--- src/hdl/mtq_pkg.sv ---
`default_nettype none

package mtq_pkg;

    localparam int STACK_DEPTH = 16;
    localparam int WORD_WIDTH  = 32;
    localparam int IO_WIDTH    = 32;

    localparam int ADDR_W = $clog2(STACK_DEPTH);
    localparam int CNT_W  = $clog2(STACK_DEPTH + 1);

    typedef logic signed [WORD_WIDTH-1:0] word_t;
    typedef logic signed [IO_WIDTH-1:0]   io_word_t;
    typedef logic [ADDR_W-1:0]            addr_t;
    typedef logic [CNT_W-1:0]             cnt_t;

    localparam cnt_t CNT_FULL = CNT_W'(STACK_DEPTH);

    // Word range held in a wide signed carrier for saturation.
    localparam logic signed [64:0] WORD_MAX = (65'sd1 <<< (WORD_WIDTH - 1)) - 65'sd1;
    localparam logic signed [64:0] WORD_MIN = -(65'sd1 <<< (WORD_WIDTH - 1));

    // Commands from the controller to the datapath.
    typedef struct packed {
        logic take;
        logic push;
        logic set_full;
        logic set_empty;
        logic xfer_start;
        logic xfer_step;
        logic xfer_end;
        logic pop_issue;
        logic pop_value;
        logic pop_top;
        logic finish;
    } cmd_t;

    // Status from the datapath to the controller.
    typedef struct packed {
        logic mode_deq;
        logic in_full;
        logic in_empty;
        logic out_empty;
        logic xfer_done;
        logic out_free;
    } status_t;

    // A 32-bit port word brought into the word range, saturating if needed.
    function automatic word_t word_from_io(io_word_t x);
        logic signed [64:0] xe;
        logic signed [64:0] r;
        xe = 65'(x);
        if (xe > WORD_MAX) begin
            r = WORD_MAX;
        end else if (xe < WORD_MIN) begin
            r = WORD_MIN;
        end else begin
            r = xe;
        end
        return r[WORD_WIDTH-1:0];
    endfunction

    // A word sign-extended and cut to the 32-bit port width.
    function automatic io_word_t io_from_word(word_t w);
        logic signed [64:0] e;
        e = 65'(w);
        return e[IO_WIDTH-1:0];
    endfunction

    function automatic word_t word_max(word_t a, word_t b);
        return (a >= b) ? a : b;
    endfunction

    localparam word_t FLOOR_RESET = word_from_io(-32'sd1000);

endpackage

`default_nettype wire

--- src/hdl/mtq_ram.sv ---
`default_nettype none

module mtq_ram #(
    parameter int WIDTH = 32,
    parameter int DEPTH = 16
) (
    input  wire logic                     clk,
    input  wire logic                     we,
    input  wire logic [$clog2(DEPTH)-1:0] waddr,
    input  wire logic [WIDTH-1:0]         wdata,
    input  wire logic [$clog2(DEPTH)-1:0] raddr,
    output logic      [WIDTH-1:0]         rdata
);

    logic [WIDTH-1:0] mem [DEPTH];

    always_ff @(posedge clk)
    begin
        if (we)
        begin
            mem[waddr] <= wdata;
        end
        rdata <= mem[raddr];
    end

endmodule

`default_nettype wire

--- src/hdl/mtq_ctrl.sv ---
`default_nettype none

module mtq_ctrl (
    input  wire logic            clk,
    input  wire logic            rst_n,
    input  wire logic            in_valid,
    output logic                 in_stall,
    input  wire mtq_pkg::status_t st,
    output mtq_pkg::cmd_t        cmd
);

    typedef enum logic [6:0] {
        ST_IDLE   = 7'b0000001,
        ST_EXEC   = 7'b0000010,
        ST_XFER   = 7'b0000100,
        ST_POPVAL = 7'b0001000,
        ST_POPMAX = 7'b0010000,
        ST_FINISH = 7'b0100000,
        ST_SPARE  = 7'b1000000
    } state_t;

    state_t state_reg;
    state_t state_next;

    assign in_stall = (state_reg != ST_IDLE);

    always_comb
    begin
        state_next = state_reg;
        cmd        = '0;
        unique case (state_reg)
            ST_IDLE:
            begin
                if (in_valid)
                begin
                    cmd.take   = 1'b1;
                    state_next = ST_EXEC;
                end
            end
            ST_EXEC:
            begin
                priority if (!st.mode_deq)
                begin
                    if (st.in_full)
                    begin
                        cmd.set_full = 1'b1;
                    end
                    else
                    begin
                        cmd.push = 1'b1;
                    end
                    state_next = ST_FINISH;
                end
                else if (!st.out_empty)
                begin
                    cmd.pop_issue = 1'b1;
                    state_next    = ST_POPVAL;
                end
                else if (st.in_empty)
                begin
                    cmd.set_empty = 1'b1;
                    state_next    = ST_FINISH;
                end
                else
                begin
                    cmd.xfer_start = 1'b1;
                    state_next     = ST_XFER;
                end
            end
            ST_XFER:
            begin
                // The inbound stack has been moved once the last read has been written.
                if (st.xfer_done)
                begin
                    cmd.xfer_end  = 1'b1;
                    cmd.pop_issue = 1'b1;
                    state_next    = ST_POPVAL;
                end
                else
                begin
                    cmd.xfer_step = 1'b1;
                end
            end
            ST_POPVAL:
            begin
                cmd.pop_value = 1'b1;
                state_next    = ST_POPMAX;
            end
            ST_POPMAX:
            begin
                cmd.pop_top = 1'b1;
                state_next  = ST_FINISH;
            end
            ST_FINISH:
            begin
                if (st.out_free)
                begin
                    cmd.finish = 1'b1;
                    state_next = ST_IDLE;
                end
            end
            default:
            begin
                state_next = ST_IDLE;
            end
        endcase
    end

    always_ff @(posedge clk or negedge rst_n)
    begin
        if (!rst_n)
        begin
            state_reg <= ST_IDLE;
        end
        else
        begin
            state_reg <= state_next;
        end
    end

endmodule

`default_nettype wire

--- src/hdl/mtq_datapath.sv ---
`default_nettype none

module mtq_datapath (
    input  wire logic             clk,
    input  wire logic             rst_n,
    input  wire mtq_pkg::cmd_t    cmd,
    output mtq_pkg::status_t      st,
    input  wire logic             mode,
    input  wire logic signed [31:0] value,
    input  wire logic             cfg_we,
    input  wire logic signed [31:0] cfg_wdata,
    output logic                  out_valid,
    input  wire logic             out_stall,
    output logic signed [31:0]    dequeued_value,
    output logic signed [31:0]    current_max,
    output logic                  empty_error,
    output logic                  full_error
);

    // Architectural state.
    mtq_pkg::cnt_t  in_cnt_reg,  in_cnt_next;
    mtq_pkg::cnt_t  out_cnt_reg, out_cnt_next;
    mtq_pkg::word_t floor_reg,   floor_next;
    mtq_pkg::word_t in_max_reg,  in_max_next;
    logic           pend_reg,    pend_next;
    logic           out_valid_reg, out_valid_next;

    // Working registers.
    logic           mode_reg;
    mtq_pkg::word_t word_reg;
    mtq_pkg::word_t run_reg;
    mtq_pkg::word_t top_max_reg;
    mtq_pkg::word_t deq_reg;
    logic           empty_flag_reg;
    logic           full_flag_reg;

    // Result register.
    logic signed [31:0] res_deq_reg;
    logic signed [31:0] res_max_reg;
    logic               res_empty_reg;
    logic               res_full_reg;

    // Stack memories.
    logic                                in_we;
    mtq_pkg::word_t                      in_rdata_w;
    logic [mtq_pkg::WORD_WIDTH-1:0]      in_rdata;
    logic                                out_we;
    logic [2*mtq_pkg::WORD_WIDTH-1:0]    out_wdata;
    logic [2*mtq_pkg::WORD_WIDTH-1:0]    out_rdata;
    mtq_pkg::addr_t                      in_raddr;
    mtq_pkg::addr_t                      out_raddr;
    mtq_pkg::word_t                      run_new;
    mtq_pkg::word_t                      base_max;
    mtq_pkg::word_t                      report_max;
    logic                                out_free;

    assign in_raddr   = mtq_pkg::ADDR_W'(in_cnt_reg - mtq_pkg::CNT_W'(1));
    assign out_raddr  = mtq_pkg::ADDR_W'(out_cnt_reg - mtq_pkg::CNT_W'(1));
    assign in_rdata_w = signed'(in_rdata);
    assign run_new    = mtq_pkg::word_max(run_reg, in_rdata_w);
    assign in_we      = cmd.push;
    assign out_we     = cmd.xfer_step && pend_reg;
    assign out_wdata  = {in_rdata_w, run_new};

    mtq_ram #(
        .WIDTH (mtq_pkg::WORD_WIDTH),
        .DEPTH (mtq_pkg::STACK_DEPTH)
    ) u_in_ram (
        .clk   (clk),
        .we    (in_we),
        .waddr (in_cnt_reg[mtq_pkg::ADDR_W-1:0]),
        .wdata (word_reg),
        .raddr (in_raddr),
        .rdata (in_rdata)
    );

    // Each outbound entry holds the word above its running maximum.
    mtq_ram #(
        .WIDTH (2 * mtq_pkg::WORD_WIDTH),
        .DEPTH (mtq_pkg::STACK_DEPTH)
    ) u_out_ram (
        .clk   (clk),
        .we    (out_we),
        .waddr (out_cnt_reg[mtq_pkg::ADDR_W-1:0]),
        .wdata (out_wdata),
        .raddr (out_raddr),
        .rdata (out_rdata)
    );

    assign base_max   = mtq_pkg::word_max(floor_reg, in_max_reg);
    assign report_max = (out_cnt_reg != '0) ? mtq_pkg::word_max(base_max, top_max_reg)
                                            : base_max;
    assign out_free   = !out_valid_reg || !out_stall;

    always_comb
    begin
        st.mode_deq  = mode_reg;
        st.in_full   = (in_cnt_reg == mtq_pkg::CNT_FULL);
        st.in_empty  = (in_cnt_reg == '0);
        st.out_empty = (out_cnt_reg == '0);
        st.xfer_done = (in_cnt_reg == '0) && !pend_reg;
        st.out_free  = out_free;
    end

    always_comb
    begin
        in_cnt_next    = in_cnt_reg;
        out_cnt_next   = out_cnt_reg;
        floor_next     = floor_reg;
        in_max_next    = in_max_reg;
        pend_next      = pend_reg;
        out_valid_next = out_valid_reg;

        if (out_valid_reg && !out_stall)
        begin
            out_valid_next = 1'b0;
        end
        if (cmd.finish)
        begin
            out_valid_next = 1'b1;
        end

        if (cfg_we)
        begin
            floor_next = mtq_pkg::word_from_io(cfg_wdata);
            if (in_cnt_reg == '0)
            begin
                in_max_next = mtq_pkg::word_from_io(cfg_wdata);
            end
        end

        if (cmd.push)
        begin
            in_cnt_next = in_cnt_reg + mtq_pkg::CNT_W'(1);
            in_max_next = mtq_pkg::word_max(in_max_reg, word_reg);
        end
        if (cmd.set_empty || cmd.xfer_end)
        begin
            in_max_next = floor_reg;
        end
        if (cmd.xfer_start)
        begin
            pend_next = 1'b0;
        end
        if (cmd.xfer_step)
        begin
            // The read issued this cycle returns next cycle.
            if (in_cnt_reg != '0)
            begin
                in_cnt_next = in_cnt_reg - mtq_pkg::CNT_W'(1);
                pend_next   = 1'b1;
            end
            else
            begin
                pend_next = 1'b0;
            end
            if (pend_reg)
            begin
                out_cnt_next = out_cnt_reg + mtq_pkg::CNT_W'(1);
            end
        end
        if (cmd.pop_issue)
        begin
            out_cnt_next = out_cnt_reg - mtq_pkg::CNT_W'(1);
        end
    end

    always_ff @(posedge clk or negedge rst_n)
    begin
        if (!rst_n)
        begin
            in_cnt_reg    <= '0;
            out_cnt_reg   <= '0;
            floor_reg     <= mtq_pkg::FLOOR_RESET;
            in_max_reg    <= mtq_pkg::FLOOR_RESET;
            pend_reg      <= 1'b0;
            out_valid_reg <= 1'b0;
        end
        else
        begin
            in_cnt_reg    <= in_cnt_next;
            out_cnt_reg   <= out_cnt_next;
            floor_reg     <= floor_next;
            in_max_reg    <= in_max_next;
            pend_reg      <= pend_next;
            out_valid_reg <= out_valid_next;
        end
    end

    always_ff @(posedge clk)
    begin
        if (cmd.take)
        begin
            mode_reg       <= mode;
            word_reg       <= mtq_pkg::word_from_io(value);
            deq_reg        <= '0;
            empty_flag_reg <= 1'b0;
            full_flag_reg  <= 1'b0;
        end
        if (cmd.set_full)
        begin
            full_flag_reg <= 1'b1;
        end
        if (cmd.set_empty)
        begin
            empty_flag_reg <= 1'b1;
        end
        if (cmd.xfer_start)
        begin
            run_reg <= floor_reg;
        end
        if (cmd.xfer_step && pend_reg)
        begin
            run_reg     <= run_new;
            top_max_reg <= run_new;
        end
        if (cmd.pop_value)
        begin
            deq_reg <= signed'(out_rdata[2*mtq_pkg::WORD_WIDTH-1:mtq_pkg::WORD_WIDTH]);
        end
        if (cmd.pop_top)
        begin
            top_max_reg <= signed'(out_rdata[mtq_pkg::WORD_WIDTH-1:0]);
        end
        if (cmd.finish)
        begin
            res_deq_reg   <= mtq_pkg::io_from_word(deq_reg);
            res_max_reg   <= mtq_pkg::io_from_word(report_max);
            res_empty_reg <= empty_flag_reg;
            res_full_reg  <= full_flag_reg;
        end
    end

    assign out_valid      = out_valid_reg;
    assign dequeued_value = res_deq_reg;
    assign current_max    = res_max_reg;
    assign empty_error    = res_empty_reg;
    assign full_error     = res_full_reg;

endmodule

`default_nettype wire

--- src/hdl/max_tracking_queue.sv ---
`default_nettype none

// Channel   Direction  Handshake            Payload
// input     in         in_valid / in_stall  mode, value
// result    out        out_valid/out_stall  dequeued_value, current_max,
//                                           empty_error, full_error
// config    in         cfg_we               cfg_wdata (max_floor)
//
// One item is worked at a time; the next transfer is taken when the controller is idle.
// A dequeue that finds the outbound stack empty first moves the n inbound words across,
// one word per cycle through the stack RAMs.
// Reset clears both counts and sets the floor and inbound maximum to -1000.
// A finished result waits in the output register while out_stall is high.

module max_tracking_queue (
    input  wire logic               clk,
    input  wire logic               rst_n,
    input  wire logic               in_valid,
    output logic                    in_stall,
    input  wire logic               mode,
    input  wire logic signed [31:0] value,
    output logic                    out_valid,
    input  wire logic               out_stall,
    output logic signed [31:0]      dequeued_value,
    output logic signed [31:0]      current_max,
    output logic                    empty_error,
    output logic                    full_error,
    input  wire logic               cfg_we,
    input  wire logic signed [31:0] cfg_wdata
);

    mtq_pkg::cmd_t    cmd;
    mtq_pkg::status_t st;

    mtq_ctrl u_ctrl (
        .clk      (clk),
        .rst_n    (rst_n),
        .in_valid (in_valid),
        .in_stall (in_stall),
        .st       (st),
        .cmd      (cmd)
    );

    mtq_datapath u_datapath (
        .clk            (clk),
        .rst_n          (rst_n),
        .cmd            (cmd),
        .st             (st),
        .mode           (mode),
        .value          (value),
        .cfg_we         (cfg_we),
        .cfg_wdata      (cfg_wdata),
        .out_valid      (out_valid),
        .out_stall      (out_stall),
        .dequeued_value (dequeued_value),
        .current_max    (current_max),
        .empty_error    (empty_error),
        .full_error     (full_error)
    );

endmodule

`default_nettype wire
--- config.mk ---
export PLATFORM = sky130hd
export DESIGN_NAME = max_tracking_queue
export DESIGN_NICKNAME = d
export VERILOG_FILES = /design/src/hdl/mtq_pkg.sv /design/src/hdl/mtq_ram.sv /design/src/hdl/mtq_ctrl.sv /design/src/hdl/mtq_datapath.sv /design/src/hdl/max_tracking_queue.sv
export SDC_FILE = /design/constraint.sdc
export NUM_CORES = 2
export LEC_CHECK = 0
export ABC_AREA = 1
export BUFFER_PORTS_ARGS = -buffer_cell sky130_fd_sc_hd__buf_2
export CAP_MARGIN = 10
export CORE_AREA = 5 5 443 445
export DETAILED_ROUTE_END_ITERATION = 6
export DIE_AREA = 0 0 448 450
export GPL_ROUTABILITY_DRIVEN = 1
export SYNTH_ARGS = -nofsm -noshare
export SYNTH_HDL_FRONTEND = slang
export SYNTH_SLANG_ARGS = --single-unit
export TNS_END_PERCENT = 100
--- constraint.sdc ---
create_clock -name clk -period 9.6 [get_ports clk]
set_clock_uncertainty 0.2 [all_clocks]
set_input_delay 0.48 -clock clk [delete_from_list [all_inputs] [get_ports clk]]
set_output_delay 0.48 -clock clk [all_outputs]
set_load 0.05 [all_outputs]
Word-level counts from Yosys, hierarchy flattened
Memories as Yosys holds them, arrays and structs flattened. A register that Yosys moved wholly into a read port is not among the register bits.
Index checks and enable logic that the tools add are counted.

operators by class
  div/mod/pow operators = 0
  multipliers = 0
  order comparisons = 8
  muxes and demuxes = 60
  bitwise operators = 0
  shift-type cells = 0
  equality and inequality tests = 12
  reductions and logical operators = 24
  $add $sub $neg = 4

operators by type and width
  operator                count
  $mux W32                18
  $ge A32 B32 Y1          4
  $gt A32 B32 Y1 const B  2
  $lt A32 B32 Y1 const B  2
  $pmux W7 S6             1
  $mux W5                 6
  $mux W7                 4
  $mux W1                 22
  $reduce_bool A2 Y1      7
  $mux W6                 2
  $add A5 B1 Y5 const B   2
  $logic_not A5 Y1        2
  $mux W2                 5
  $reduce_bool A5 Y1      2
  $sub A5 B1 Y5 const B   2
  $eq A7 B1 Y1 const B    1
  $eq A7 B2 Y1 const B    1
  $eq A7 B3 Y1 const B    1
  $eq A7 B4 Y1 const B    1
  $eq A7 B5 Y1 const B    1
  $eq A7 B6 Y1 const B    1
  $ne A7 B1 Y1 const B    1
  $reduce_and A3 Y1       2
  $reduce_bool A3 Y1      2
  10 further kinds        16

word-level totals
  memory bits (writable) = 1536
  register bits = 280
  logic and storage cells = 128
  latch bits = 0
  input port bits = 70
  output and inout port bits = 68
  memories = 2
  ROM bits = 0

memory list
  name                      words  bits a word  rd ports  clocked after memory_dff  wr ports  RTL line       text
  u_datapath.u_out_ram.mem  16     64           1         1                         1         mtq_ram.sv:15  logic [WIDTH-1:0] mem [DEPTH];
  u_datapath.u_in_ram.mem   16     32           1         1                         1         mtq_ram.sv:15

Depth between registers and ports, before layout
  depth after elaboration = 8
  gate-level depth with buffers = 34
  mapped depth without buffers = 33

Modules after synthesis
Synthesis repeated with hierarchy kept, for this count alone.

unflattened totals
  cells, all modules = 8308
  area total of the unflattened synthesis = 84611.1 µm²

modules (own cells, without submodules)
  module                           cells each  area each (µm²)  seq. area each (µm²)  instances
  mtq_ram at u_datapath.u_out_ram  4210        45174.6          32030.7               1
  mtq_ram at u_datapath.u_in_ram   2120        22730.6          16015.4               1
  mtq_datapath                     1911        16248.1          7857.5                1
  mtq_ctrl                         67          457.9            151.4                 1

Worst setup path after synthesis
No wires, ideal clock.

  path kind = register to register
  start point = register u_datapath.in_cnt_reg[0] (netlist name)
  end point = register u_datapath.deq_reg[0] (enable)
  data required time = 8.934 ns
  period minus slack after synthesis = 4.955 ns
  setup slack = 4.645 ns
  arrival = 4.289 ns
  setup time = 0.466 ns
  cell stages (with the launch flop) = 11
  buffers on the path = 2
  path through = dfrtp_1 > inv_2 > clkbuf_1 > clkbuf_1 > ha_1 > nand3_2 > inv_1 > nor2_1 > nor2_1 > o211ai_2 > o21ai_0

RTL lines
  what                  RTL line             text
  end signal, assigned  mtq_datapath.sv:219  deq_reg <= signed'(out_rdata[2*mtq_pkg::WORD_WIDTH-1:mtq_pkg::WORD_WIDTH]);
  end, declared         mtq_datapath.sv:33   mtq_pkg::word_t deq_reg;

Worst setup path in the final report
  start point = register u_datapath.in_max_reg[15]
  end point = register u_datapath.res_max_reg[27] (netlist: u_datapath.current_max[27]) (data pin)

on the way
  word-level cells in the longest chain between the ends = 5

RTL lines
  what                           RTL line             text
  start, declared                mtq_datapath.sv:24   mtq_pkg::word_t in_max_reg, in_max_next;
  start signal, assigned         mtq_datapath.sv:175  in_max_reg <= mtq_pkg::FLOOR_RESET;
  start signal, assigned         mtq_datapath.sv:184  in_max_reg <= in_max_next;
  $ge A32 B32 Y1                 mtq_pkg.sv:71        return (a >= b) ? a : b;
  $mux W32 (*)                   mtq_pkg.sv:71
  $ge A32 B32 Y1                 mtq_pkg.sv:71
  $mux W32                       mtq_pkg.sv:71
  $mux W32 (*)                   mtq_datapath.sv:91   assign report_max = (out_cnt_reg != '0) ? mtq_pkg::word_max(base_max, top_max_reg)
  net u_datapath.report_max[27]  mtq_datapath.sv:54   mtq_pkg::word_t report_max;
  end signal, assigned           mtq_datapath.sv:228  res_max_reg <= mtq_pkg::io_from_word(report_max);
  end, declared                  mtq_datapath.sv:39   logic signed [31:0] res_max_reg;

Mark *: on every way through the listed nets, which the timed path passes. The rest lies on a longest branch.
A chain may end at the register's enable or synchronous reset.

==> results.json <==
{
  "synthAdderAreaFrac": 0.0221,
  "path_max_fanout": 32,
  "cp-start-kind": "flop",
  "netlist.top_cell.by_area": "edfxtp_1",
  "dp_hpwl_mm": 125,
  "cp_common_cell": "nand2_1",
  "rsz0062_at_grt": "false",
  "fin_tns_setup_ns": 0,
  "ys_async_sr_fraction": 0.0429,
  "post_drt_via_cell_ratio": 5.63,
  "dieArea_um2": 202000,
  "dr.first_iter.drc_count": 5265,
  "wl_per_cell_um": 25.3,
  "antenna_found_initial": 9,
  "clk_latency_ns": 0.85,
  "post-route-drc-count": 0,
  "gp_congestion": 0.885,
  "ir_drop_uv": 417,
  "synthMuxAreaShare": 0.0248,
  "ys.flop_type": "edfxtp_1",
  "cts.reportedPaths.clkPinSlew_ns": 0.06,
  "path_depth": 22,
  "power.leakage_uw": 0.0311,
  "maxSlewViolCount": 0,
  "grt_max_degree": 226,
  "netlist-cell-type-count": 48,
  "max_slew_margin": 0.245,
  "largest_reg_flops": 1024,
  "numCtsBuffers": 192,
  "r2r_end": "u_datapath.current_max[27]",
  "ys_seq_area_frac": 0.719,
  "grt_pass1_vias": 47700,
  "final_core_util": 0.461,
  "tritoncts": "built",
  "path_delay_family": "simple AND/OR/NAND/NOR gates",
  "nets": 6340,
  "cts_root_buf": "clkbuf_16",
  "synth_top_area_frac": 0.666,
  "clk_path_buf_depth": 3,
  "fmax_ghz": 0.186,
  "setup_ws_ns": 4.22,
  "worst_pin_slew_ns": 1.13,
  "gr-total-overflow": 0,
  "crit_path_end": "u_datapath.current_max[27]",
  "drive_above_1_share": 0.104,
  "areaGrowthSynthToFinish_pct": 13.2,
  "crit_required_ns": 9.96,
  "fin_crit_ns": 5.38,
  "die_h_um": 450,
  "maxCapViolations": 0,
  "cpPeakStageDelay_ns": 0.64,
  "arrival_ns": 5.74,
  "cts.sink_count": 1911,
  "path_buf_inv": 1,
  "finalSetupViolCount": 0,
  "outcome": "finished clean",
  "num_io_pins": 138,
  "synthTopCellsByCount": "1,731 x edfxtp_1, 800 x nor2_1, 700 x o21ai_0, 593 x nand2_1, 282 x clkbuf_1",
  "synth.ff_latch_count": 1911,
  "coreArea_um2": 192000,
  "synth_area_um2": 78000,
  "grt_pass1_wl_mm": 324,
  "hold_class": "input port to flop",
  "crit_type": "flop to flop",
  "finalHoldViolations": 0,
  "crit_slowest_cell": "nand3_2",
  "syn_area_per_cell_um2": 12.9,
  "r2r_setup_slack_ns": 4.22,
  "largest_register": "u_datapath.u_out_ram.mem",
  "synth_enable_flop_cells": 1731,
  "ff2ff_path_depth": 22,
  "ant_nets": 0,
  "firstDrtPassIters": 7,
  "worstPathCellList": "inv_1, ha_1, a21oi_1, o21ai_0, a21oi_1, nand2_1, nand2_1, nand2_1, nand2_1, nand3_2, nand2_1, and2_1, ha_1, nand2_1, nor2_1, nand2_1, nor4_2, nand2_1, nand3_1, nand3_2, nand3_1, nand2_1",
  "syn_inst": 6041,
  "synth_top_family_by_area": "simple AND/OR/NAND/NOR gates",
  "pre_cts_slack_ns": 4.25,
  "synth_area_leaders": "edfxtp_1 67%, o21ai_0 4.5%, nor2_1 3.8%, nand2_1 2.9%, o221ai_1 2.7%",
  "ys_warn_count": 0,
  "fp.dieW_um": 448,
  "hold_path_startpoint": "cfg_we",
  "startpoint": "u_datapath.in_max_reg[15]",
  "fin_crit_sh": 0.561,
  "drt-total-wl_mm": 223,
  "yosysMostFrequentCell": "edfxtp_1",
  "synthesis.nets": 6249,
  "yosys.area_share.simple": 0.0994,
  "r2r-start": "u_datapath.in_max_reg[15]",
  "powerDensity_nw_per_um2": 359,
  "portBuffers": 137,
  "synth_compound_area_frac": 0.0973,
  "track_usage": 0.216,
  "placementRows": 161,
  "reg_top3": "u_datapath.u_out_ram.mem: 1024 flops, u_datapath.u_in_ram.mem: 512 flops, u_datapath.u_out_ram.rdata: 64 flops",
  "htreeDepth": 4,
  "route.vias.total": 49679,
  "start_util": 0.407,
  "synth_xor_area_frac": 0.00156,
  "end_kind": "flop"
}
## worst min-delay path, stage by stage
cell and delay (ns):
buf_2 0.10, buf_4 0.30, nand2_1 0.14, o21ai_0 0.06
## logic make-up after synthesis
logic type	Yosys count
AOI/OAI and AO/OA	1248
xor gates and xnor gates	13
adders and majority gates	138
buffers and inverters	696
DFF	1911
muxes	193
and+or+nand+nor	1842
## repair_timing
action	CTS	global route
setup buffers	0	0
resized for setup	0	0
endpoints found under the hold margin	124	0
hold buffers	69	0
## layout make-up
type                    count  area (µm²)
clock buffers             244        5160
well taps                2526        3160
flip-flops and latches   1911       56100
repair buffers            300        2120
multi-input cells        3434       19500
inverters                 293        1120
clock inverters           116        1220
diodes                      2        5.00
fillers                 16978      103000
## power breakdown
group / switching (µW) / internal (µW) / total, µW
registers: 1110 / 11300 / 12400
logic: 8420 / 3310 / 11700
clock network: 3250 / 4310 / 7560
total: 12800 / 18900 / 31700
## layout by cell type, fill, tap and decap left out, types with 6 or more instances in the layout
cell type	n
a21oi_1	65
and2_1	63
buf_2	136
buf_4	92
bufinv_16	18
clkbuf_1	36
clkbuf_16	192
clkbuf_8	16
clkinv_1	31
clkinv_2	45
clkinvlp_4	9
dfrtp_1	31
dfstp_2	49
dfxtp_1	98
dlygate4sd3_1	69
edfxtp_1	1731
ha_1	136
inv_1	276
inv_2	9
mux2i_1	193
nand2_1	593
nand3_1	262
nand3_2	6
nand4_1	76
nor2_1	765
nor2_4	35
nor3_1	26
o211ai_1	43
o21a_1	6
o21ai_0	699
o21ai_1	35
o221ai_1	237
o22ai_1	109
o32ai_1	43
xor2_1	8
## through the flow
stage,total power (µW),cells,hold slack [ns],area (µm²)
after global routing,33400,8824,0.0907,88300
after detailed placement,24200,8395,0.205,81300
after floorplan,19800,6041,-0.0156,78000
final,31700,8826,0.0965,88300
after global placement,24100,8395,0.203,81300
after CTS,31800,8824,0.0224,88300
## routing by layer
layer / vias up / GRT usage / routed length, µm
met5: - / 0 / 27
met4: 4 / 0.0755 / 7950
met3: 378 / 0.0331 / 15300
met2: 1933 / 0.353 / 107000
met1: 24967 / 0.294 / 92600
li1: 22397 / - / -
## worst min path at each step
stage	to	slack [ns]	cells past startpoint
floorplan	u_ctrl.state_reg[1]	-0.02	0
global placement	u_datapath.dequeued_value[25]	0.20	0
detailed placement	u_datapath.dequeued_value[17]	0.21	0
CTS	u_datapath.floor_reg[16]	0.02	4
global route	u_datapath.floor_reg[26]	0.09	4
finish	u_datapath.floor_reg[24]	0.1	4
(Power assumes the default switching activity.)
